$ cat config.mk
export PLATFORM = sky130hd
export DESIGN_NAME = k_queues_in_one_array
export DESIGN_NICKNAME = d
export VERILOG_FILES = /design/src/hdl/kq_pkg.sv /design/src/hdl/kq_ctrl.sv /design/src/hdl/kq_dp.sv /design/src/hdl/k_queues_in_one_array.sv
export SDC_FILE = /design/constraint.sdc
export NUM_CORES = 2
export LEC_CHECK = 0
export BUFFER_PORTS_ARGS = -buffer_cell sky130_fd_sc_hd__buf_2
export CAP_MARGIN = 15
export CORE_AREA = 2 2 548 550
export CTS_CLUSTER_SIZE = 16
export DETAILED_ROUTE_END_ITERATION = 7
export DIE_AREA = 0 0 550 552
export HOLD_SLACK_MARGIN = 0.08
export PLACE_DENSITY = 0.76
export SLEW_MARGIN = 10
export SYNTH_ARGS = -nofsm -noshare
export SYNTH_HDL_FRONTEND = slang
export SYNTH_SLANG_ARGS = --single-unit
$ cat constraint.sdc
create_clock -name clk -period 6.5 [get_ports clk]
set_input_delay 0.325 -clock clk [delete_from_list [all_inputs] [get_ports clk]]
set_output_delay 0.325 -clock clk [all_outputs]
set_load 0.02 [all_outputs]
$ cat src/hdl/kq_pkg.sv
// ----------------------------------------------------------------------------
// kq_pkg
// Shared constants, codes and control types for the segmented queue block.
// ----------------------------------------------------------------------------
package kq_pkg;

    // Storage size; must be a power of two so address wrap is a bit select
    localparam int MEM_DEPTH  = 128;
    localparam int MAX_QUEUES = 8;

    localparam int ADDR_W     = $clog2(MEM_DEPTH);
    localparam int QSEL_W     = (MAX_QUEUES > 1) ? $clog2(MAX_QUEUES) : 1;

    // Field widths
    localparam int DATA_W     = 32;
    localparam int QIDX_W     = 3;
    localparam int QCOUNT_W   = 4;
    localparam int SEG_W      = 8;
    localparam int STATUS_W   = 2;
    localparam int CFG_IDX_W  = 2;
    localparam int CFG_DATA_W = 8;

    // Width of segment base plus offset before the wrap
    localparam int SUM_W      = QIDX_W + SEG_W + 1;
    // Width used to compare the queue index against the active count
    localparam int CMP_W      = 8;

    // Result status codes
    localparam logic [STATUS_W-1:0] ST_OK        = 2'd0;
    localparam logic [STATUS_W-1:0] ST_FULL      = 2'd1;
    localparam logic [STATUS_W-1:0] ST_EMPTY     = 2'd2;
    localparam logic [STATUS_W-1:0] ST_BAD_INDEX = 2'd3;

    // Action codes
    localparam logic ACT_ENQ = 1'b0;
    localparam logic ACT_DEQ = 1'b1;

    // Configuration register indexes
    localparam logic [CFG_IDX_W-1:0] CFG_QUEUE_COUNT    = 2'd0;
    localparam logic [CFG_IDX_W-1:0] CFG_SEGMENT_LENGTH = 2'd1;

    // Configuration reset values
    localparam logic [QCOUNT_W-1:0] QCOUNT_RESET = 4'd4;
    localparam logic [SEG_W-1:0]    SEG_RESET    = 8'd32;

    // Commands from the controller to the datapath
    typedef struct packed {
        logic load_item;    // capture the accepted input beat
        logic exec;         // decide, touch storage, update pointers
        logic finish_read;  // move storage read data into the output slot
        logic cfg_write;    // configuration beat accepted
    } kq_cmd_t;

    // Status from the datapath to the controller
    typedef struct packed {
        logic need_read;    // current item is a dequeue that succeeds
        logic out_free;     // output slot can take a result this cycle
    } kq_stat_t;

endpackage

$ cat src/hdl/kq_ctrl.sv
// ----------------------------------------------------------------------------
// kq_ctrl
// Sequencer: accepts one item, runs it through the datapath, waits for the
// storage read on a successful dequeue and for room in the output slot.
// ----------------------------------------------------------------------------
module kq_ctrl (
    input  logic              clk,
    input  logic              rst_n,
    input  logic              in_valid,
    input  logic              cfg_valid,
    output logic              in_ready,
    output logic              cfg_ready,
    output kq_pkg::kq_cmd_t   cmd,
    input  kq_pkg::kq_stat_t  stat
);

    localparam logic [1:0] S_IDLE = 2'd0;
    localparam logic [1:0] S_EXEC = 2'd1;
    localparam logic [1:0] S_READ = 2'd2;

    logic [1:0] state_reg;
    logic [1:0] state_next;

    // Handshake readiness: configuration takes precedence in idle
    assign cfg_ready = (state_reg == S_IDLE);
    assign in_ready  = (state_reg == S_IDLE) && !cfg_valid;

    // Next state and commands
    always_comb
    begin
        state_next      = state_reg;
        cmd.load_item   = 1'b0;
        cmd.exec        = 1'b0;
        cmd.finish_read = 1'b0;
        cmd.cfg_write   = 1'b0;
        case (state_reg)
            S_IDLE:
            begin
                cmd.cfg_write = cfg_valid;
                cmd.load_item = in_valid && !cfg_valid;
                if (in_valid && !cfg_valid)
                begin
                    state_next = S_EXEC;
                end
            end
            S_EXEC:
            begin
                // a read needs no output room yet; anything else loads the slot now
                if (stat.need_read || stat.out_free)
                begin
                    cmd.exec   = 1'b1;
                    state_next = stat.need_read ? S_READ : S_IDLE;
                end
            end
            S_READ:
            begin
                if (stat.out_free)
                begin
                    cmd.finish_read = 1'b1;
                    state_next      = S_IDLE;
                end
            end
            default:
            begin
                state_next = S_IDLE;
            end
        endcase
    end

    // State register
    always_ff @(posedge clk or negedge rst_n)
    begin
        if (!rst_n)
        begin
            state_reg <= S_IDLE;
        end
        else
        begin
            state_reg <= state_next;
        end
    end

`ifndef SYNTHESIS
    // Read wait is only reached through execute
    a_read_after_exec: assert property (@(posedge clk) disable iff (!rst_n)
        (state_reg == S_READ) |->
            ($past(state_reg) == S_EXEC || $past(state_reg) == S_READ))
        else $error("read wait entered without execute");

    // Each item executes once
    a_single_exec: assert property (@(posedge clk) disable iff (!rst_n)
        cmd.exec |=> !cmd.exec)
        else $error("execute issued on consecutive cycles");
`endif

endmodule

$ cat src/hdl/kq_dp.sv
// ----------------------------------------------------------------------------
// kq_dp
// Datapath: configuration registers, per-queue head/tail/occupancy, the
// shared storage memory and the output register.
// ----------------------------------------------------------------------------
module kq_dp (
    input  logic                                   clk,
    input  logic                                   rst_n,
    input  kq_pkg::kq_cmd_t                        cmd,
    output kq_pkg::kq_stat_t                       stat,
    input  logic                                   action,
    input  logic [kq_pkg::QIDX_W-1:0]              queue_index,
    input  logic signed [kq_pkg::DATA_W-1:0]       value,
    input  logic [kq_pkg::CFG_IDX_W-1:0]           cfg_index,
    input  logic [kq_pkg::CFG_DATA_W-1:0]          cfg_data,
    output logic                                   out_valid,
    input  logic                                   out_ready,
    output logic [kq_pkg::STATUS_W-1:0]            status,
    output logic signed [kq_pkg::DATA_W-1:0]       data_out
);

    // Step an offset inside its segment, wrapping to the segment start
    function automatic logic [kq_pkg::SEG_W-1:0] kq_advance(
        input logic [kq_pkg::SEG_W-1:0] off,
        input logic [kq_pkg::SEG_W-1:0] seg
    );
        logic [kq_pkg::SEG_W:0] nxt;
        nxt = {1'b0, off} + {{kq_pkg::SEG_W{1'b0}}, 1'b1};
        return (nxt >= {1'b0, seg}) ? '0 : nxt[kq_pkg::SEG_W-1:0];
    endfunction

    // Configuration
    logic [kq_pkg::QCOUNT_W-1:0] qcount_reg;
    logic [kq_pkg::SEG_W-1:0]    seg_reg;
    logic                        flush;

    // Captured item
    logic                        action_reg;
    logic [kq_pkg::QIDX_W-1:0]   item_q_reg;
    logic [kq_pkg::DATA_W-1:0]   value_reg;

    // Per-queue pointers
    logic [kq_pkg::SEG_W-1:0] head_reg [kq_pkg::MAX_QUEUES];
    logic [kq_pkg::SEG_W-1:0] tail_reg [kq_pkg::MAX_QUEUES];
    logic [kq_pkg::SEG_W-1:0] occ_reg  [kq_pkg::MAX_QUEUES];
    logic [kq_pkg::SEG_W-1:0] head_next [kq_pkg::MAX_QUEUES];
    logic [kq_pkg::SEG_W-1:0] tail_next [kq_pkg::MAX_QUEUES];
    logic [kq_pkg::SEG_W-1:0] occ_next  [kq_pkg::MAX_QUEUES];

    // Storage
    logic [kq_pkg::DATA_W-1:0] storage_reg [kq_pkg::MEM_DEPTH];
    logic [kq_pkg::DATA_W-1:0] rd_data_reg;

    // Output slot
    logic                        out_valid_reg;
    logic                        out_valid_next;
    logic [kq_pkg::STATUS_W-1:0] status_reg;
    logic [kq_pkg::DATA_W-1:0]   data_out_reg;

    // Decode
    logic [kq_pkg::QSEL_W+kq_pkg::QIDX_W-1:0] q_wide;
    logic [kq_pkg::QSEL_W-1:0]   qsel;
    logic                        bad_index;
    logic [kq_pkg::SEG_W-1:0]    head_cur;
    logic [kq_pkg::SEG_W-1:0]    tail_cur;
    logic [kq_pkg::SEG_W-1:0]    occ_cur;
    logic [kq_pkg::SEG_W-1:0]    off_sel;
    logic [kq_pkg::SUM_W-1:0]    base;
    logic [kq_pkg::SUM_W-1:0]    addr_sum;
    logic [kq_pkg::ADDR_W-1:0]   addr;
    logic                        full;
    logic                        empty;
    logic                        enq_ok;
    logic                        deq_ok;
    logic [kq_pkg::STATUS_W-1:0] status_exec;
    logic                        load_out;

    assign flush = cmd.cfg_write &&
        (cfg_index == kq_pkg::CFG_QUEUE_COUNT || cfg_index == kq_pkg::CFG_SEGMENT_LENGTH);

    // Select the addressed queue and check it is active
    assign q_wide    = {{kq_pkg::QSEL_W{1'b0}}, item_q_reg};
    assign qsel      = q_wide[kq_pkg::QSEL_W-1:0];
    assign bad_index = (kq_pkg::CMP_W'(item_q_reg) >= kq_pkg::CMP_W'(qcount_reg)) ||
                       (kq_pkg::CMP_W'(item_q_reg) >= kq_pkg::CMP_W'(kq_pkg::MAX_QUEUES));

    assign head_cur = head_reg[qsel];
    assign tail_cur = tail_reg[qsel];
    assign occ_cur  = occ_reg[qsel];

    // Storage address: segment base plus offset, wrapped to the memory depth
    assign off_sel  = (action_reg == kq_pkg::ACT_ENQ) ? tail_cur : head_cur;
    assign base     = kq_pkg::SUM_W'(item_q_reg) * kq_pkg::SUM_W'(seg_reg);
    assign addr_sum = base + kq_pkg::SUM_W'(off_sel);
    assign addr     = addr_sum[kq_pkg::ADDR_W-1:0];

    // Outcome of the item
    assign full   = (occ_cur >= seg_reg);
    assign empty  = (occ_cur == '0) || (seg_reg == '0);
    assign enq_ok = !bad_index && (action_reg == kq_pkg::ACT_ENQ) && !full;
    assign deq_ok = !bad_index && (action_reg == kq_pkg::ACT_DEQ) && !empty;

    always_comb
    begin
        if (bad_index)
        begin
            status_exec = kq_pkg::ST_BAD_INDEX;
        end
        else if (action_reg == kq_pkg::ACT_ENQ)
        begin
            status_exec = full ? kq_pkg::ST_FULL : kq_pkg::ST_OK;
        end
        else
        begin
            status_exec = empty ? kq_pkg::ST_EMPTY : kq_pkg::ST_OK;
        end
    end

    assign stat.need_read = deq_ok;
    assign stat.out_free  = !out_valid_reg || out_ready;

    // Configuration registers
    always_ff @(posedge clk or negedge rst_n)
    begin
        if (!rst_n)
        begin
            qcount_reg <= kq_pkg::QCOUNT_RESET;
            seg_reg    <= kq_pkg::SEG_RESET;
        end
        else if (cmd.cfg_write)
        begin
            if (cfg_index == kq_pkg::CFG_QUEUE_COUNT)
            begin
                qcount_reg <= cfg_data[kq_pkg::QCOUNT_W-1:0];
            end
            if (cfg_index == kq_pkg::CFG_SEGMENT_LENGTH)
            begin
                seg_reg <= cfg_data[kq_pkg::SEG_W-1:0];
            end
        end
    end

    // Capture the accepted item
    always_ff @(posedge clk)
    begin
        if (cmd.load_item)
        begin
            action_reg <= action;
            item_q_reg <= queue_index;
            value_reg  <= $unsigned(value);
        end
    end

    // Advance pointers of the addressed queue
    always_comb
    begin
        head_next = head_reg;
        tail_next = tail_reg;
        occ_next  = occ_reg;
        if (cmd.exec && enq_ok)
        begin
            tail_next[qsel] = kq_advance(tail_cur, seg_reg);
            occ_next[qsel]  = occ_cur + kq_pkg::SEG_W'(1);
        end
        else if (cmd.exec && deq_ok)
        begin
            head_next[qsel] = kq_advance(head_cur, seg_reg);
            occ_next[qsel]  = occ_cur - kq_pkg::SEG_W'(1);
        end
    end

    // Pointer registers; a write to either configuration register flushes every queue
    always_ff @(posedge clk or negedge rst_n)
    begin
        if (!rst_n)
        begin
            for (int i = 0; i < kq_pkg::MAX_QUEUES; i++)
            begin
                head_reg[i] <= '0;
                tail_reg[i] <= '0;
                occ_reg[i]  <= '0;
            end
        end
        else if (flush)
        begin
            for (int i = 0; i < kq_pkg::MAX_QUEUES; i++)
            begin
                head_reg[i] <= '0;
                tail_reg[i] <= '0;
                occ_reg[i]  <= '0;
            end
        end
        else
        begin
            head_reg <= head_next;
            tail_reg <= tail_next;
            occ_reg  <= occ_next;
        end
    end

    // Shared storage: at most one write or one registered read per item
    always_ff @(posedge clk)
    begin
        if (cmd.exec && enq_ok)
        begin
            storage_reg[addr] <= value_reg;
        end
        if (cmd.exec && deq_ok)
        begin
            rd_data_reg <= storage_reg[addr];
        end
    end

    // Output slot: load a result, drop it when the beat is taken
    assign load_out = (cmd.exec && !deq_ok) || cmd.finish_read;

    always_comb
    begin
        out_valid_next = out_valid_reg;
        if (load_out)
        begin
            out_valid_next = 1'b1;
        end
        else if (out_ready)
        begin
            out_valid_next = 1'b0;
        end
    end

    always_ff @(posedge clk or negedge rst_n)
    begin
        if (!rst_n)
        begin
            out_valid_reg <= 1'b0;
        end
        else
        begin
            out_valid_reg <= out_valid_next;
        end
    end

    always_ff @(posedge clk)
    begin
        if (cmd.finish_read)
        begin
            status_reg   <= kq_pkg::ST_OK;
            data_out_reg <= rd_data_reg;
        end
        else if (load_out)
        begin
            status_reg   <= status_exec;
            data_out_reg <= '0;
        end
    end

    assign out_valid = out_valid_reg;
    assign status    = status_reg;
    assign data_out  = $signed(data_out_reg);

`ifndef SYNTHESIS
    // Occupancy of queue zero never exceeds the segment length
    a_occ_bound: assert property (@(posedge clk) disable iff (!rst_n)
        occ_reg[0] <= seg_reg)
        else $error("queue occupancy above segment length");

    // Head offset of queue zero stays inside its segment
    a_head_bound: assert property (@(posedge clk) disable iff (!rst_n)
        (head_reg[0] < seg_reg) || (seg_reg == '0))
        else $error("head offset outside segment");

    // A new result appears only when the controller loads one
    a_out_from_load: assert property (@(posedge clk) disable iff (!rst_n)
        $rose(out_valid_reg) |-> $past(load_out))
        else $error("output valid rose without a load");
`endif

endmodule

$ cat src/hdl/k_queues_in_one_array.sv
// ----------------------------------------------------------------------------
// k_queues_in_one_array
// Several circular queues sharing one storage memory in equal segments.
// ----------------------------------------------------------------------------
// Usage:
//   Input beat (in_valid/in_ready): action 0 enqueues value to queue_index,
//   action 1 dequeues from it. Each beat yields one output beat
//   (out_valid/out_ready) with status (ok, full, empty, bad index) and
//   data_out, which holds the dequeued word on an ok dequeue and zero otherwise.
//   Config beat (cfg_valid/cfg_ready): index 0 sets queue_count, index 1 sets
//   segment_length; either write empties all queues, other indexes are ignored.
//   Items are handled one at a time. An enqueue or a failed access is captured
//   and then executed straight into the output register; an ok dequeue is
//   captured, executed with a registered storage read, and then moved into the
//   output register. The next item is accepted only after the result of the
//   last one has been loaded into the output register.
//   Reset empties all queues and loads queue_count 4, segment_length 32;
//   storage contents are not cleared. If the receiver stalls, the result holds
//   in the output register and the block waits before loading the next result.
// ----------------------------------------------------------------------------
module k_queues_in_one_array (
    input  logic                                clk,
    input  logic                                rst_n,
    input  logic                                in_valid,
    output logic                                in_ready,
    input  logic                                action,
    input  logic [kq_pkg::QIDX_W-1:0]           queue_index,
    input  logic signed [kq_pkg::DATA_W-1:0]    value,
    output logic                                out_valid,
    input  logic                                out_ready,
    output logic [kq_pkg::STATUS_W-1:0]         status,
    output logic signed [kq_pkg::DATA_W-1:0]    data_out,
    input  logic                                cfg_valid,
    output logic                                cfg_ready,
    input  logic [kq_pkg::CFG_IDX_W-1:0]        cfg_index,
    input  logic [kq_pkg::CFG_DATA_W-1:0]       cfg_data
);

    kq_pkg::kq_cmd_t  cmd;
    kq_pkg::kq_stat_t stat;

    // Sequencer
    kq_ctrl u_ctrl (
        .clk       (clk),
        .rst_n     (rst_n),
        .in_valid  (in_valid),
        .cfg_valid (cfg_valid),
        .in_ready  (in_ready),
        .cfg_ready (cfg_ready),
        .cmd       (cmd),
        .stat      (stat)
    );

    // Queue state, storage and output register
    kq_dp u_dp (
        .clk         (clk),
        .rst_n       (rst_n),
        .cmd         (cmd),
        .stat        (stat),
        .action      (action),
        .queue_index (queue_index),
        .value       (value),
        .cfg_index   (cfg_index),
        .cfg_data    (cfg_data),
        .out_valid   (out_valid),
        .out_ready   (out_ready),
        .status      (status),
        .data_out    (data_out)
    );

endmodule

# Yosys cells after proc, flatten, opt, wreduce, memory -nomap -nowiden

Memories as Yosys holds them, arrays and structs flattened. A register that Yosys moved wholly into a read port is not among the register bits.
Cells that the tools add are included.

Bits in registers: 277
Logic and storage cells: 137
Memories: 1
RAM bits: 4096
Output and inout bits: 37

$lt $le $gt $ge: 6
$add $sub $neg: 5
Multiplexer cells: 47
Bitwise operators: 2
Reduce and logical (&&, ||, !) cells: 35
$mul: 1
Equal/unequal tests: 7

Memory list:

| memory           | words | bits a word | rd ports | clocked after memory_dff | wr ports | line        | RTL |
|---|---|---|---|---|---|---|---|
| u_dp.storage_reg | 128   | 32          | 1        | 1                        | 1        | kq_dp.sv:51 | `logic [kq_pkg::DATA_W-1:0] storage_reg [kq_pkg::MEM_DEPTH];` |

Operators by type and width:

| cell                | number |
|---|---|
| $mux 64             | 8 |
| $bwmux 64           | 4 |
| $bmux 8 s3          | 3 |
| $mux 8              | 9 |
| $mux 32             | 2 |
| $demux 8 s3         | 1 |
| $add 8x1->9 const B | 2 |
| $ge 9x8->1          | 2 |
| $logic_not 8->1     | 2 |
| $mux 2              | 7 |
| $logic_and 1x1->1   | 11 |
| $mux 1              | 11 |
| $add 8x1->8 const B | 1 |
| $ge 8x8->1          | 1 |
| $mul 3x8->7         | 1 |
| $ne 2x1->1 const B  | 4 |
| $reduce_bool 2->1   | 4 |
| $sub 8x1->8 const B | 1 |
| $add 7x7->7         | 1 |
| $mux 7              | 1 |
| $logic_not 1->1     | 6 |
| $pmux 2 s3          | 1 |
| $reduce_and 2->1    | 3 |
| $logic_or 1x1->1    | 5 |
| 10 further kinds    | 12 |

# Logic depth before layout (Yosys ltp)

Depth after elaboration: 15
Gate-level depth with buffers: 25
Depth with buffers taken out: 17

# By module

From an unflattened synthesis, not the netlist that was laid out.

Cells, all modules: 10018
Area total of the unflattened synthesis: 171467.0 um^2

By module, submodules not included:

| module  | area an instance (um^2) | times used | cells an instance |
|---|---|---|---|
| kq_dp   | 171320.6                | 1          | 10003 |
| kq_ctrl | 146.4                   | 1          | 15 |

# Least setup slack after synthesis

OpenSTA, ideal clock, no wires.

Kind: register to register
Start point: reg u_dp.item_q_reg[0] (netlist bit)
End point: mem u_dp.storage_reg[72][0] (netlist bit), enable pin
Arrival: 6.362 ns
Cell stages (with the launch flop): 22
Data required time: 6.079 ns
Library setup time: 0.421 ns
Slack: -0.283 ns
Path buffers: 12
Cells stage by stage: edfxtp_1 buf_6 buf_4 buf_2 buf_2 buf_4 buf_2 nand2_1 fa_1 inv_1 fa_1 inv_1 fa_1 nor3b_1 clkbuf_1 buf_2 buf_2 buf_1 buf_1 nand2_1 clkbuf_1 nor2_1

Cells in the longest elaborated chain, start to end: 14

RTL lines:

| element                                                              | line         | RTL |
|---|---|---|
| start, declared                                                      | kq_dp.sv:39  | `logic [kq_pkg::QIDX_W-1:0] item_q_reg;` |
| start signal, assigned                                               | kq_dp.sv:149 | `item_q_reg <= queue_index;` |
| parallel branches: the longest is 14 deep, another holds $mul 3x8->7 | -            |  |
| end, declared                                                        | kq_dp.sv:51  |  |

Several ways; the timed one is not identified. The select of a mux whose other input is x is not followed.

# Final worst setup path

Start point: reg u_dp.item_q_reg[1] (netlist bit)
End point: reg u_dp.rd_data_reg[7] (netlist bit) (read register of u_dp.storage_reg) (data pin)

Cells in the longest elaborated chain, start to end: 12

RTL lines:

| element                                                              | line        | RTL |
|---|---|---|
| parallel branches: the longest is 12 deep, another holds $mul 3x8->7 | -           |  |
| end, declared                                                        | kq_dp.sv:52 | `logic [kq_pkg::DATA_W-1:0] rd_data_reg;` |

Several ways; the timed one is not identified. The select of a mux whose other input is x is not followed.
A chain may end at the register's enable or synchronous reset.

==> results_dict.tcl <==
set metrics [dict create \
    timing_worst_slew_pin_value_ns 1.324 \
    timing.final.crit_period_ns 6.698 \
    synth-warning-count 0 \
    detail_route.drc_violations 3 \
    finalWeightedCongestion 0.9099 \
    antenna_violations_before_repair 49 \
    die_y_um 552 \
    dp_cells 13370 \
    hold_path.class "in -> async" \
    cts_max_level 5 \
    failed_checks "design-rule violations, negative setup slack" \
    floorplan_die_width_um 550 \
    drt_wl_total_mm 512.4 \
    final_cell_count_no_fill 14290 \
    worst-setup-path-type "reg -> reg" \
    fp.dieArea_mm2 0.3036 \
    hpwl_after_detailed_placement_mm 291.6 \
    endpoints_failing_setup 3 \
    row_count 201 \
    cp-end-kind "flop" \
    crit_required_ns 7.22 \
    timing.critical_path.from "u_dp.item_q_reg[1]" \
    io_pins 88 \
    floorplan.initialDensity_pct 54.71 \
    clock_skew_ns 0.08218 \
    kind_of_launch_point_of_the_worst_setup_path "flop" \
    synth_edf_count 4196 \
    setup_ws_ns -0.1983 \
    worst_r2r_src "u_dp.item_q_reg[1]" \
    status "complete, but fails checks" \
    dr_vias 103400 \
    layout.core_utilization_pct 63.77 \
    ys_seq_area_share_pct 80.41 \
    postSynth.topFlopCell "sky130_fd_sc_hd__edfxtp_1" \
    max-clock-path-buffers 4 \
    clkLatencyLatePin_ns 1.01 \
    async_reset_ff_share_pct 4.699 \
    io_buffer_count 87 \
    num-nets-final 10040 \
    drt.antenna.violating_nets 0 \
    final.period_utilization_pct 103.1 \
    syn-cell-area_mm2 0.1632 \
    path_max_fanout 17 \
    wire_length_of_the_first_global_routing_pass_mm 718.5 \
    clock_tree.root_cell "sky130_fd_sc_hd__clkbuf_16" \
    fmaxAchievable_mhz 149.3 \
    core_region_area_mm2 0.2983 \
    power_per_cell_area_mw_per_mm2 448.6 \
    power_leakage_nw 60.32 \
    cts_tree "yes" \
    wire_length_per_cell_um 35.86 \
    clkSlewWorstSetupHoldPaths_ns 0.06 \
    hold_viol_final 0 \
    drv_slew 0 \
    distinct_cells_synth 80 \
    post_route_cells_drive_above_1_share_pct 16.44 \
    numCtsBuffers 417 \
    max_cap_violations 0 \
    synth_area_per_cell_um2 17.68 \
    clock_sinks 4405 \
    grt_start_max_net_pins 129 \
    largest_reg_flops 4096 \
    worst_slew_margin_relative_to_its_limit_pct 11.75 \
    overflow 0 \
    first_global_vias 99730 \
    route.detailed.vias_per_inst 7.239 \
    postSynthCellCount 9228 \
    postSynthNetCount 9327 \
    vdd.ir_drop.worst_mv 0.5074 \
    synthToLayoutAreaGrowth_pct 16.55 \
    synth-seq-cells 4405 \
    grt.total_usage_pct 32.88 \
    drt_pass1_iterations 8 \
    cp.arrival_ns 7.41 \
    drt_iter0_drc 20380 \
]
-- cells in the mapped netlist, types with 5 or more instances --
master	count	area, um2
sky130_fd_sc_hd__edfxtp_1	4196	126000
sky130_fd_sc_hd__a22oi_1	1344	10090
sky130_fd_sc_hd__clkbuf_1	456	1712
sky130_fd_sc_hd__nand4_1	452	2828
sky130_fd_sc_hd__a221oi_1	368	3223
sky130_fd_sc_hd__a22o_1	357	3127
sky130_fd_sc_hd__nand3_1	319	1597
sky130_fd_sc_hd__o21ai_0	240	1201
sky130_fd_sc_hd__dfrtp_1	205	5130
sky130_fd_sc_hd__nor2_1	195	732.0
sky130_fd_sc_hd__nand2_1	186	698.2
sky130_fd_sc_hd__a21oi_1	140	700.7
sky130_fd_sc_hd__buf_1	126	473.0
sky130_fd_sc_hd__a31oi_1	70	437.9
sky130_fd_sc_hd__mux2i_1	60	600.6
sky130_fd_sc_hd__buf_2	51	255.2
sky130_fd_sc_hd__and2_1	45	281.5
sky130_fd_sc_hd__ha_1	39	488.0
sky130_fd_sc_hd__o211ai_1	37	277.8
sky130_fd_sc_hd__mux4_2	35	788.3
sky130_fd_sc_hd__inv_1	32	120.1
sky130_fd_sc_hd__mux2_2	28	315.3
sky130_fd_sc_hd__nor3_1	28	140.1
sky130_fd_sc_hd__xnor2_1	19	166.4
sky130_fd_sc_hd__a311o_1	14	140.1
sky130_fd_sc_hd__buf_4	13	97.59
sky130_fd_sc_hd__nor2b_1	12	75.07
sky130_fd_sc_hd__xor2_1	11	96.34
sky130_fd_sc_hd__a221o_1	9	90.09
sky130_fd_sc_hd__fa_1	9	180.2
sky130_fd_sc_hd__o221ai_1	9	78.83
sky130_fd_sc_hd__a21o_1	7	52.55
sky130_fd_sc_hd__o22ai_1	7	43.79
sky130_fd_sc_hd__buf_6	6	67.56
sky130_fd_sc_hd__nand2_2	6	37.54
sky130_fd_sc_hd__nor3b_1	6	45.04
sky130_fd_sc_hd__o21ai_1	6	30.03
sky130_fd_sc_hd__o21ai_2	6	52.55
sky130_fd_sc_hd__nand3b_1	5	37.54
-- placed cells by master (no fill, tap or decap), types with 205 or more instances in the layout --
cell type	count
sky130_fd_sc_hd__nand3_1	318
sky130_fd_sc_hd__edfxtp_1	4196
sky130_fd_sc_hd__o21ai_0	221
sky130_fd_sc_hd__nand4_1	452
sky130_fd_sc_hd__buf_4	525
sky130_fd_sc_hd__a22oi_1	1343
sky130_fd_sc_hd__a22o_1	357
sky130_fd_sc_hd__dfrtp_1	205
sky130_fd_sc_hd__a221oi_1	368
sky130_fd_sc_hd__buf_12	226
sky130_fd_sc_hd__clkbuf_16	421
-- critical path, cell delays in order (launching register included) --
cell	delay [ns]
sky130_fd_sc_hd__edfxtp_1	0.34
sky130_fd_sc_hd__buf_6	0.21
sky130_fd_sc_hd__mux2i_1	0.24
sky130_fd_sc_hd__o21ai_0	0.13
sky130_fd_sc_hd__a221o_2	0.48
sky130_fd_sc_hd__mux2_2	0.32
sky130_fd_sc_hd__fa_1	0.58
sky130_fd_sc_hd__inv_1	0.08
sky130_fd_sc_hd__fa_2	0.78
sky130_fd_sc_hd__and3b_4	0.40
sky130_fd_sc_hd__buf_12	0.24
sky130_fd_sc_hd__buf_4	0.20
sky130_fd_sc_hd__a22oi_1	0.16
sky130_fd_sc_hd__nand4_1	0.09
sky130_fd_sc_hd__o21ai_0	0.67
sky130_fd_sc_hd__o21ai_0	0.44
sky130_fd_sc_hd__o21ai_0	0.67
sky130_fd_sc_hd__buf_4	0.24
sky130_fd_sc_hd__o21ai_0	0.07
-- cell type report --
| type | count | area [um2] |
|---|---|---|
| Multi-Input combinational cell | 4135 | 30440 |
| Timing Repair Buffer | 946 | 10070 |
| Inverter | 35 | 131.4 |
| Sequential cell | 4405 | 131200 |
| Fill cell | 18960 | 108100 |
| Clock inverter | 232 | 2272 |
| Clock buffer | 527 | 10990 |
| Antenna cell | 49 | 122.6 |
| Tap cell | 3958 | 4952 |
-- per-layer routing --
metal	GRT usage, %	part of all wire [%]
met1	42.39	32
met2	50.02	46
met3	9.461	15
met4	19.24	6.6
met5	0	0.036
-- cells by family (layout without fill, tap and decap cells) --
family	count (synthesis)	in the layout	synth area share (%)
buf+inv	688	1740	1.680
xor+xnor	31	31	0.1710
fa+ha+maj	48	48	0.4094
other cells	0	49	0
mux	124	124	1.051
compound gates	2644	2644	12.14
simple gates	1288	1288	4.142
flops	4405	4405	80.41
-- worst paths after layout --
path | endpoint | slack (ns) | cells past startpoint
worst min register to register | u_dp.status[0] | 0.46 | 2
worst max register to register | u_dp.rd_data_reg[7] | -0.20 | 18
worst max-delay path | u_dp.rd_data_reg[7] | -0.20 | 18
min in group clk | u_dp.seg_reg[1] | 0.16 | 3
max in group asynchronous | u_dp.tail_reg[49] | 5.14 | 4
worst min-delay path | u_dp.seg_reg[4] | 0.05 | 2
-- through the flow --
step / TNS, ns / cell area, um2 / setup WS [ns] / total power [mW] / hold slack (ns)
2_1_floorplan: -416.81 / 163200 / -0.2832 / 44.30 / 0.02941
3_3_place_gp: -6.094 / 175400 / -0.7371 / 59.54 / 0.4424
3_5_place_dp: -6.135 / 175500 / -0.7249 / 59.81 / 0.4548
4_1_cts: 0 / 189800 / 0.01547 / 83.54 / 0.08490
5_1_grt: -0.02124 / 190200 / -0.02124 / 86.48 / 0.1497
6_report: -0.2683 / 190200 / -0.1983 / 85.33 / 0.05157
-- repair_timing --
item / in CTS / in global routing
setup endpoints to repair: 26 / 352
hold endpoints to repair: 227 / 0
buffers inserted: 4 / 6
pin swaps: 4 / 3
gates resized for setup: 17 / 26
gates cloned: 1 / 0
hold buffers: 98 / 0
-- power breakdown --
part	switching, mW	total (mW)	internal, mW
sequential	0.199	31.7	31.5
clock	10.6	23.9	13.3
combinational	20.5	29.7	9.14
(Power assumes the default switching activity.)
